<file path="config.mk">
export PLATFORM = sky130hd
export DESIGN_NAME = buffer_swizzle_address_top
export DESIGN_NICKNAME = d
export VERILOG_FILES = /design/src/hw/rtl/bsa_pkg.sv /design/src/hw/rtl/bsa_cfg_regs.sv /design/src/hw/rtl/bsa_pipe_ctrl.sv /design/src/hw/rtl/bsa_datapath.sv /design/src/hw/rtl/buffer_swizzle_address_top.sv
export VERILOG_INCLUDE_DIRS = /design/src /design/src/hw/rtl
export SDC_FILE = /design/constraint.sdc
export NUM_CORES = 1
export LEC_CHECK = 0
export BUFFER_PORTS_ARGS = -buffer_cell sky130_fd_sc_hd__buf_2
export CORE_UTILIZATION = 56
export DETAILED_ROUTE_END_ITERATION = 7
export HOLD_SLACK_MARGIN = 0.03
export PLACE_DENSITY = 0.88
export SYNTH_ARGS = -nofsm -noshare
export SYNTH_HDL_FRONTEND = slang
export SYNTH_SLANG_ARGS = --single-unit
</file>
<file path="constraint.sdc">
create_clock -name clk -period 7.8 [get_ports clk]
set_clock_uncertainty 0.05 [all_clocks]
set_input_delay 1.17 -clock clk [delete_from_list [all_inputs] [get_ports clk]]
set_output_delay 1.17 -clock clk [all_outputs]
set_load 0.02 [all_outputs]
</file>
<file path="src/hw/rtl/buffer_swizzle_address_top_macros.svh">
// Assertion macros shared by the buffer swizzle address RTL.
`ifndef BUFFER_SWIZZLE_ADDRESS_TOP_MACROS_SVH
`define BUFFER_SWIZZLE_ADDRESS_TOP_MACROS_SVH

// Check a property on every clock edge outside reset.
`define BSA_ASSERT(lbl, prop, msg) \
  lbl: assert property (@(posedge clk) disable iff (rst) (prop)) else $error(msg);

// Check that a condition in the next cycle follows from a condition now.
`define BSA_ASSERT_NEXT(lbl, ante, cons, msg) \
  lbl: assert property (@(posedge clk) disable iff (rst) (ante) |=> (cons)) else $error(msg);

`endif

</file>
<file path="src/hw/rtl/bsa_pkg.sv">
// Shared types and constants for the buffer swizzle address block.
package bsa_pkg;

  localparam int NumStages = 4;
  localparam int FieldW    = 32;
  localparam int LaneW     = 6;
  localparam int StrideW   = 14;
  localparam int EslW      = 2;
  localparam int CountW    = 32;
  localparam int DataW     = 32;
  localparam int PaddrW    = 5;
  localparam int RegIdxW   = 3;
  localparam int LoW       = 6;
  localparam int SmallW    = 8;

  typedef enum logic [RegIdxW-1:0] {
    REG_RECORD_STRIDE      = 3'd0,
    REG_ADD_LANE_ENABLE    = 3'd1,
    REG_SWIZZLE_ENABLE     = 3'd2,
    REG_ELEMENT_STRIDE_LOG = 3'd3,
    REG_RECORD_COUNT       = 3'd4
  } reg_index_t;

  typedef struct packed {
    logic [StrideW-1:0] record_stride;
    logic               add_lane_enable;
    logic               swizzle_enable;
    logic [EslW-1:0]    element_stride_log;
    logic [CountW-1:0]  record_count;
  } cfg_t;

  typedef struct packed {
    logic [NumStages-1:0] load;
  } pipe_ctl_t;

endpackage

</file>
<file path="src/hw/rtl/bsa_cfg_regs.sv">
// APB register file holding the buffer descriptor fields.
module bsa_cfg_regs (
  input  logic                      clk,
  input  logic                      rst,
  input  logic                      psel,
  input  logic                      penable,
  input  logic                      pwrite,
  input  logic [bsa_pkg::PaddrW-1:0] paddr,
  input  logic [bsa_pkg::DataW-1:0]  pwdata,
  output logic [bsa_pkg::DataW-1:0]  prdata,
  output logic                      pready,
  output bsa_pkg::cfg_t             cfg
);
  import bsa_pkg::*;

  reg_index_t sel;
  logic       wr_en;

  assign sel    = reg_index_t'(paddr[PaddrW-1:2]);
  assign wr_en  = psel && penable && pwrite;
  assign pready = 1'b1;

  always_ff @(posedge clk) begin
    if (rst) begin
      cfg <= '0;
    end else if (wr_en) begin
      unique case (sel)
        REG_RECORD_STRIDE:      cfg.record_stride      <= pwdata[StrideW-1:0];
        REG_ADD_LANE_ENABLE:    cfg.add_lane_enable    <= pwdata[0];
        REG_SWIZZLE_ENABLE:     cfg.swizzle_enable     <= pwdata[0];
        REG_ELEMENT_STRIDE_LOG: cfg.element_stride_log <= pwdata[EslW-1:0];
        REG_RECORD_COUNT:       cfg.record_count       <= pwdata[CountW-1:0];
        default: ;
      endcase
    end
  end

  always_comb begin
    unique case (sel)
      REG_RECORD_STRIDE:      prdata = DataW'(cfg.record_stride);
      REG_ADD_LANE_ENABLE:    prdata = DataW'(cfg.add_lane_enable);
      REG_SWIZZLE_ENABLE:     prdata = DataW'(cfg.swizzle_enable);
      REG_ELEMENT_STRIDE_LOG: prdata = DataW'(cfg.element_stride_log);
      REG_RECORD_COUNT:       prdata = DataW'(cfg.record_count);
      default:                prdata = '0;
    endcase
  end

endmodule

</file>
<file path="src/hw/rtl/bsa_pipe_ctrl.sv">
// Valid bits and stall control for the address pipeline.
module bsa_pipe_ctrl (
  input  logic                 clk,
  input  logic                 rst,
  input  logic                 item_valid,
  input  logic                 result_ready,
  output logic                 item_ready,
  output logic                 result_valid,
  output bsa_pkg::pipe_ctl_t   ctl
);
  import bsa_pkg::*;

  logic [NumStages-1:0] valid;
  logic [NumStages-1:0] valid_next;
  logic [NumStages-1:0] rdy;

  // A stage takes a new word when it is empty or its word moves on.
  always_comb begin
    rdy[NumStages-1] = !valid[NumStages-1] || result_ready;
    for (int k = NumStages - 2; k >= 0; k--) begin
      rdy[k] = !valid[k] || rdy[k+1];
    end
    ctl.load[0]   = item_valid && rdy[0];
    valid_next[0] = rdy[0] ? item_valid : valid[0];
    for (int k = 1; k < NumStages; k++) begin
      ctl.load[k]   = valid[k-1] && rdy[k];
      valid_next[k] = rdy[k] ? valid[k-1] : valid[k];
    end
  end

  always_ff @(posedge clk) begin
    if (rst) begin
      valid <= '0;
    end else begin
      valid <= valid_next;
    end
  end

  assign item_ready   = rdy[0];
  assign result_valid = valid[NumStages-1];

endmodule

</file>
<file path="src/hw/rtl/bsa_datapath.sv">
// Four-stage address datapath: lane add, multiply, offset add, swizzle merge.
module bsa_datapath #(
  parameter int ADDR_WIDTH = 32,
  parameter int LANE_BITS  = 6
) (
  input  logic                        clk,
  input  bsa_pkg::cfg_t               cfg,
  input  bsa_pkg::pipe_ctl_t          ctl,
  input  logic [bsa_pkg::FieldW-1:0]  record_index,
  input  logic [bsa_pkg::FieldW-1:0]  byte_offset,
  input  logic [bsa_pkg::FieldW-1:0]  scalar_byte_offset,
  input  logic [bsa_pkg::LaneW-1:0]   lane_number,
  output logic [bsa_pkg::FieldW-1:0]  access_address,
  output logic                        raw_descriptor_ok,
  output logic                        always_out_of_range
);
  import bsa_pkg::*;

  localparam int AW = ADDR_WIDTH;

  logic                   swz;
  logic [2:0]             sh;
  logic [LoW-1:0]         lo_mask;

  logic [AW-1:0]          idx_in;
  logic [AW-1:0]          lane_ext;
  logic [AW-1:0]          mul_a;
  logic [AW+StrideW-1:0]  prod_full;
  logic [AW-1:0]          off_part;
  logic [SmallW-1:0]      small_part;
  logic [AW-1:0]          base;

  logic [AW-1:0]          s1_idx, s1_off, s1_soff;
  logic [AW-1:0]          s2_prod, s2_off, s2_soff;
  logic [LoW-1:0]         s2_lo;
  logic [AW-1:0]          s3_t, s3_soff;
  logic [SmallW-1:0]      s3_small;
  logic [AW-1:0]          s4_addr;

  assign swz     = cfg.swizzle_enable && (cfg.record_stride != '0);
  assign sh      = 3'(cfg.element_stride_log) + 3'd3;
  assign lo_mask = LoW'((7'd8 << cfg.element_stride_log) - 7'd1);

  // Stage 1: fold the lane into the record index.
  assign idx_in   = AW'(record_index);
  assign lane_ext = AW'(lane_number[LANE_BITS-1:0]);

  always_ff @(posedge clk) begin
    if (ctl.load[0]) begin
      s1_idx  <= cfg.add_lane_enable ? idx_in + lane_ext : idx_in;
      s1_off  <= AW'(byte_offset);
      s1_soff <= AW'(scalar_byte_offset);
    end
  end

  // Stage 2: scale the (element-split) index by the record stride.
  assign mul_a     = swz ? (s1_idx >> sh) : s1_idx;
  assign prod_full = mul_a * cfg.record_stride;

  always_ff @(posedge clk) begin
    if (ctl.load[1]) begin
      s2_prod <= prod_full[AW-1:0];
      s2_lo   <= s1_idx[LoW-1:0] & lo_mask;
      s2_off  <= s1_off;
      s2_soff <= s1_soff;
    end
  end

  // Stage 3: add the offset; swizzle keeps only its dword part here.
  assign off_part   = swz ? {s2_off[AW-1:2], 2'b00} : s2_off;
  assign small_part = swz ? ({s2_lo, 2'b00} + SmallW'(s2_off[1:0])) : '0;

  always_ff @(posedge clk) begin
    if (ctl.load[2]) begin
      s3_t     <= s2_prod + off_part;
      s3_small <= small_part;
      s3_soff  <= s2_soff;
    end
  end

  // Stage 4: scale by the element stride and add the low parts and scalar offset.
  assign base = swz ? (s3_t << sh) : s3_t;

  always_ff @(posedge clk) begin
    if (ctl.load[3]) begin
      s4_addr <= base + s3_soff + AW'(s3_small);
    end
  end

  assign access_address      = FieldW'(s4_addr);
  assign raw_descriptor_ok   = (cfg.record_stride != '0) && (cfg.record_stride[1:0] == 2'b00);
  assign always_out_of_range = (cfg.record_count == '0);

endmodule

</file>
<file path="src/hw/rtl/buffer_swizzle_address_top.sv">
// A word is loaded into the first of four register stages when it is accepted, and
// result_valid rises when it reaches the last stage.
// Throughput: one word per cycle; the pipeline stalls only when the result side holds off.
// The lane add, the index-by-stride multiply, the offset add and the swizzle merge each own a stage.
// Reset (synchronous, active high) empties the pipeline and clears all descriptor registers to 0.
// Descriptor registers are expected to change only while no word is in flight.
`include "buffer_swizzle_address_top_macros.svh"

module buffer_swizzle_address_top #(
  parameter int ADDR_WIDTH = 32,
  parameter int LANE_BITS  = 6
) (
  input  logic                        clk,
  input  logic                        rst,
  // APB descriptor port
  input  logic                        psel,
  input  logic                        penable,
  input  logic                        pwrite,
  input  logic [bsa_pkg::PaddrW-1:0]  paddr,
  input  logic [bsa_pkg::DataW-1:0]   pwdata,
  output logic [bsa_pkg::DataW-1:0]   prdata,
  output logic                        pready,
  // access words in
  input  logic                        item_valid,
  output logic                        item_ready,
  input  logic [bsa_pkg::FieldW-1:0]  record_index,
  input  logic [bsa_pkg::FieldW-1:0]  byte_offset,
  input  logic [bsa_pkg::FieldW-1:0]  scalar_byte_offset,
  input  logic [bsa_pkg::LaneW-1:0]   lane_number,
  // address words out
  output logic                        result_valid,
  input  logic                        result_ready,
  output logic [bsa_pkg::FieldW-1:0]  access_address,
  output logic                        raw_descriptor_ok,
  output logic                        always_out_of_range
);
  import bsa_pkg::*;

  cfg_t      cfg;
  pipe_ctl_t ctl;

  // Descriptor registers; reads return the stored field zero-extended.
  bsa_cfg_regs u_cfg (
    .clk     (clk),
    .rst     (rst),
    .psel    (psel),
    .penable (penable),
    .pwrite  (pwrite),
    .paddr   (paddr),
    .pwdata  (pwdata),
    .prdata  (prdata),
    .pready  (pready),
    .cfg     (cfg)
  );

  // Valid bits travel beside the data; each stage advances when the next one frees up.
  bsa_pipe_ctrl u_ctrl (
    .clk          (clk),
    .rst          (rst),
    .item_valid   (item_valid),
    .result_ready (result_ready),
    .item_ready   (item_ready),
    .result_valid (result_valid),
    .ctl          (ctl)
  );

  // Address arithmetic wraps at ADDR_WIDTH bits; the result port carries the low 32.
  bsa_datapath #(
    .ADDR_WIDTH (ADDR_WIDTH),
    .LANE_BITS  (LANE_BITS)
  ) u_dp (
    .clk                 (clk),
    .cfg                 (cfg),
    .ctl                 (ctl),
    .record_index        (record_index),
    .byte_offset         (byte_offset),
    .scalar_byte_offset  (scalar_byte_offset),
    .lane_number         (lane_number),
    .access_address      (access_address),
    .raw_descriptor_ok   (raw_descriptor_ok),
    .always_out_of_range (always_out_of_range)
  );

  // Backpressure at the input only comes from a full pipeline with a waiting result.
  `BSA_ASSERT(a_full_implies_result, !item_ready |-> result_valid, "input stalled with no result")
  // A taken result frees every stage, so the input must be ready.
  `BSA_ASSERT(a_ready_chain, result_ready |-> item_ready, "ready chain broken")
  // Hold a refused result and its address until the receiver takes it.
  `BSA_ASSERT_NEXT(a_result_held, result_valid && !result_ready, result_valid && $stable(access_address), "result dropped or changed while stalled")
  // Reset leaves the pipeline empty.
  `BSA_ASSERT(a_reset_empty, $past(rst) |-> !result_valid, "result valid right after reset")

endmodule

</file>
==> impl_metrics.toml, run 1 <==
[status]
outcome = "finished, violations left"
violated_checks = "setup timing"

[drt]
dr_total_vias = 20800
finalWirelength_um = 67300
detail_route.iter0.violations = 1651
drt_drc_violations_left = 0
detail_route.first_pass.iterations = 6
post_drt_via_cell_ratio = 5.70
antenna_left = 0
routed_wire_per_std_cell_um = 18.4

[logic_synthesis]
yosys_most_used_dff = "edfxtp_1"
synth.yosys.warnings = 0
share_of_synthesized_registers_carrying_an_async_set_or_reset = 0
synth_nets = 3292
synth.cell_area_um2 = 28400
number_of_enable_type_register_cells_in_the_synthesized_netlist = 302
most_used_standard_cell_by_instance_count_after_synthesis = "nand2_1"
ys_ff_latch = 356
netlist_top_cells_area = "edfxtp_1 (32%), fa_1 (20%), ha_1 (6.7%), nand2_1 (5.2%), inv_1 (4.4%)"
post-synth-top-area-fraction = 0.319
syn_avg_cell_area_um2 = 10.5
post_synth_inst_count = 2711
seq_area_frac_synth = 0.357
synthDistinctLibCells = 80
post-synth-top-area-cell = "edfxtp_1"
netlist_top_cells_count = "nand2_1 (393), inv_1 (334), edfxtp_1 (302)"

[floorplan]
design.die.area_um2 = 51600
coreArea_um2 = 50100
io-pin-count = 215
initial_core_utilization = 0.567
rows = 82
fp.dieH_um = 227
dieWidth_um = 227

[critical_path]
critical_path_peak_fanout = 8
critical_path.slowest_cell = "or4_4"
crit_arrival_ns = 8.26
cp.buffers_inverters = 6
worst-setup-path-type = "register to register"
critical_path.top_delay_family = "adder cells"
slowest_delay_ns = 0.56
critical_path_required_ns = 8.16
end_kind = "register"
start_kind = "register"
path_common_cell = "fa_1"

[pwr]
static-leakage-power_nw = 14.3
irDropWorstVdd_mv = 0.142
p_per_area_nw_per_um2 = 139

[place]
placement.cell_area_um2 = 30500
io_buf_count = 211
hpwl_um = 49200
gpl.final_weighted_congestion = 0.905

[clock_network]
cts-root-to-sink-buffers = 3
numClockSinks = 356
worst_skew_pair.late_latency_ns = 0.57
cts.clk_slew.worst_paths_ns = 0.06
post_cts_hold_buffer_count = 0
tritoncts = "built"
cts_h_tree_depth = 2
cts_buffers = 39
clock_tree.root_cell = "clkbuf_16"

[sta]
timing.max_slew.rel_slack = 0.158
finalSetupViolCount = 1
final_hold_viol_count = 0
rsz0062_at_grt = "true"
clock.fmax_ghz = 0.127
min_period_ns = 7.90
worst-slew-pin-transition_ns = 1.26
final_critical_path_setup_slack_ns = -0.103
drv_slew = 0
layout_worst_path_cycle_share = 1.01

[global_routing]
first_global_vias = 21900
first_pass_grt_wire_length_um = 109000
pin_count_of_the_biggest_net_entering_global_routing = 73
global_route_congestion_overflow_total = 0
grt.total_usage = 0.267
antenna_violations_before_repair = 2

[layout]
final_nets = 3533
final_design_area_no_fill_um2 = 32300
multi_input_comb_area_um2 = 16900
seq_area_um2 = 10200
final_layout_size_suffix_gt1_frac = 0.165
fillCellCount = 3737
area.growth.synth_to_final_pct = 13.7
final_core_utilization = 0.645

[job]
cap_violations = 0

[hold_path]
min_path_type = "register to register"
[state kept, by name (all words and copies together) (netlist names), 32 cells and up]
register,flops
u_dp.s2_soff,32
u_cfg.cfg,50
u_dp.s1_soff,32
u_dp.s2_prod,32
u_dp.access_address,32
u_dp.s3_soff,32
u_dp.s2_off,32
u_dp.s3_t,32
u_dp.s1_idx,32
u_dp.s1_off,32
[per-stage QoR]
step / std cells / hold slack (ns) / TNS (ns) / worst slack (ns) / power (W)
3_5_place_dp: 3543 / 0.355 / -0.318 / -0.140 / 0.00272
5_1_grt: 3653 / 0.370 / -0.780 / -0.363 / 0.00464
6_report: 3654 / 0.354 / -0.103 / -0.103 / 0.00448
2_1_floorplan: 2711 / 0.350 / 0 / 0.0147 / 0.00255
3_3_place_gp: 3543 / 0.352 / 0 / 0.0558 / 0.00269
4_1_cts: 3615 / 0.364 / 0 / 0.000904 / 0.00448
[cell usage in the layout, fill, tap and decap left out, drive strengths merged, types with 5 or more instances in the layout]
master / instances
and3: 36
o21a: 14
nand4: 12
ha: 152
inv: 337
a31oi: 5
nor2b: 33
nor2: 98
a41oi: 5
o211ai: 9
mux2i: 65
xnor2: 101
nor3: 18
a22o: 13
mux4: 18
clkinv: 11
buf: 321
nand3: 30
fa: 283
o21ai: 90
mux2: 22
xor2: 33
and2: 163
a21o: 47
o21bai: 8
clkbuf: 53
a211oi: 11
nand2b: 17
a21oi: 146
dfxtp: 54
edfxtp: 302
nor4: 13
nand2: 393
[power by group]
group / total (W) / leakage, nW / internal (W) / switching (W)
clock: 0.00176 / 0.580 / 0.00101 / 0.000741
combinational: 0.000529 / 10.4 / 0.000214 / 0.000315
sequential: 0.00219 / 3.31 / 0.00215 / 0.0000374
[cells by family after synthesis]
logic type | synth area share
compound gates | 0.0861
xor+xnor | 0.0424
fa+ha+maj | 0.267
buf+inv | 0.0617
flops | 0.357
mux | 0.0459
other cells | 0.000132
simple gates | 0.140
[layout make-up]
type,count,share of cell area
flip-flops and latches,356,0.315
clock inverters,17,0.00461
repair buffers,321,0.0603
inverters,335,0.0389
well taps,672,0.0260
clock buffers,53,0.0326
diodes,1,0.0000775
multi-input cells,1899,0.523
[worst reg2reg max path, delay by kind of cell (launching register included)]
family | cells | cell delay (ns)
AOI/OAI and AO/OA | 8 | 2.08
adders and majority gates | 7 | 2.87
buffers and inverters | 6 | 0.70
DFF | 1 | 0.32
and+or+nand+nor | 5 | 1.73
[metal layers]
metal	part of all wire	GRT usage	up-vias
met4	0.032	0.0911	2
met3	0.073	0.0483	190
met1	0.39	0.321	10300
met5	0.00019	0	-
met2	0.51	0.482	887
li1	-	-	9507
[final timing paths]
kind,cells after the start,slack (ns),endpoint,start
setup / recovery,26,-0.10,u_dp.s2_prod[30],u_cfg.cfg[48]
hold / removal,0,0.35,u_dp.s2_off[6],u_dp.s1_off[6]
setup reg to reg,26,-0.10,u_dp.s2_prod[30],u_cfg.cfg[48]
hold reg to reg,0,0.35,u_dp.s2_off[6],u_dp.s1_off[6]
[what timing repair did]
action | in CTS | in global routing
endpoints found under the setup margin | 3 | 8
pin swaps | 1 | 20
cloned | 0 | 2
resized for setup | 6 | 71
setup buffers | 2 | 36
Power figures use the tool's default switching activity.
==> run 2: changes to the inputs <==
RECOVER_POWER = 50   (was not set)
==> impl_metrics.toml, run 2 (synthesized netlist as in run 1, its figures left out) <==
[layout]
final_core_utilization = 0.643
mostFrequentLayoutCell = "nand2_1"
fillCellCount = 3758
final_design_area_no_fill_um2 = 32200
largest_reg_flops = 50
final_nets = 3533
layout.cells.most_common_list = "nand2_1 (390), inv_1 (332), edfxtp_1 (302)"
multi_input_comb_area_um2 = 16900
final_cells = 3654
final_layout_size_suffix_gt1_frac = 0.148
area.growth.synth_to_final_pct = 13.4
largest_register_by_flop_count = "u_cfg.cfg"
seq_area_um2 = 10200

[floorplan]
io-pin-count = 215
dieWidth_um = 227
design.die.area_um2 = 51600
fp.dieH_um = 227
rows = 82
initial_core_utilization = 0.567
coreArea_um2 = 50100

[drt]
detail_route.first_pass.iterations = 6
routed_wire_per_std_cell_um = 18.5
post_drt_via_cell_ratio = 5.70
detail_route.iter0.violations = 1626
antenna_left = 0
finalWirelength_um = 67400
drt_drc_violations_left = 0
dr_total_vias = 20800

[global_routing]
first_global_vias = 21900
global_route_congestion_overflow_total = 0
first_pass_grt_wire_length_um = 109000
grt.total_usage = 0.267
met3_usage = 0.0483
gr-max-usage-layer = "met2"
antenna_violations_before_repair = 2
grt_util_met2 = 0.482
pin_count_of_the_biggest_net_entering_global_routing = 73
grtUsageMet1 = 0.321

[sta]
worst-slew-pin-transition_ns = 3.90
drv_slew = 305
final_critical_path_setup_slack_ns = -0.118
layout_worst_path_cycle_share = 1.02
min_period_ns = 7.92
timing.hold.ws_ns = 0.356
final_hold_viol_count = 0
rsz0062_at_grt = "true"
finalSetupViolCount = 1
timing.max_slew.rel_slack = -1.60
clock.fmax_ghz = 0.126

[pwr]
irDropWorstVdd_mv = 0.142
p_per_area_nw_per_um2 = 139
static-leakage-power_nw = 14.1

[place]
place_worst_setup_slack_ns = -0.140
gpl.final_weighted_congestion = 0.905
placement.cell_area_um2 = 30500
numPlacedInstances = 3543
hpwl_um = 49200
io_buf_count = 211

[critical_path]
slowest_delay_ns = 0.56
critical_path.slowest_cell = "or4_4"
critical_path_required_ns = 8.16
end_kind = "register"
start_kind = "register"
path_common_cell = "fa_1"
critical_path_peak_fanout = 8
reg2reg_slack_ns = -0.12
worst-setup-path-type = "register to register"
crit_arrival_ns = 8.28

[clock_network]
cts_buffers = 39
cts-root-to-sink-buffers = 3
numClockSinks = 356
cts_h_tree_depth = 2
clock_tree.root_cell = "clkbuf_16"
tritoncts = "built"
cts.clk_slew.worst_paths_ns = 0.06
worst_skew_pair.late_latency_ns = 0.57

[status]
violated_checks = "capacitance limit, slew limit, setup timing"
outcome = "finished, violations left"

[job]
cap_violations = 7

[hold_path]
min_path_type = "register to register"
## run 2: changes by cell type in the layout (fill, tap and decap cells not counted), moves of 2 or more
cell and change:
clkbuf_1 +48, and2_1 -5, buf_2 -45, nor2b_1 +2
nor2b_4 -2, buf_4 -3, and2_0 +5
## run 2: final cells by class
type                            count  share of cell area
Timing Repair Buffer              321              0.0584
Antenna cell                        1           0.0000777
Inverter                          335              0.0391
Multi-Input combinational cell   1899               0.524
Tap cell                          672              0.0261
Clock inverter                     17             0.00463
Clock buffer                       53              0.0327
Sequential cell                   356               0.315
## run 2: metrics by stage
stage          power (W)  TNS [ns]
5_1_grt          0.00464    -0.780
4_1_cts          0.00448         0
3_3_place_gp     0.00269         0
2_1_floorplan    0.00255         0
6_report         0.00447    -0.118
3_5_place_dp     0.00272    -0.318
## run 2: final timing paths
path	start	end	cells past startpoint
worst min-delay path	u_dp.s1_off[6]	u_dp.s2_off[6]	0
worst max-delay path	u_cfg.cfg[48]	u_dp.s2_prod[30]	26
worst min register to register	u_dp.s1_off[6]	u_dp.s2_off[6]	0
worst max register to register	u_cfg.cfg[48]	u_dp.s2_prod[30]	26
## run 2: repair_timing
item                       in CTS  in global routing
gates resized for setup         6                 71
pin swaps                       1                 20
setup endpoints to repair       3                  8
hold buffers                    0                  0
cloned                          0                  2
buffers inserted                2                 36
## run 2: critical path, delay by kind of cell, from the launching register on
family | cells | cell delay [ns]
fa+ha+maj | 7 | 2.87
compound gates | 8 | 2.08
simple gates | 5 | 1.73
buf+inv | 6 | 0.70
flops | 1 | 0.32
## run 2: per-layer routing
layer	vias to the layer above	wire length, µm
met4	2	2140
li1	9506	-
met3	188	5020
met2	884	34300
met5	-	13
met1	10200	26000
## run 2: report_power, final
part	internal, W	switching, W	total (W)
logic	0.000212	0.000314	0.000526
clock network	0.00101	0.000739	0.00175
registers	0.00216	0.0000375	0.00219
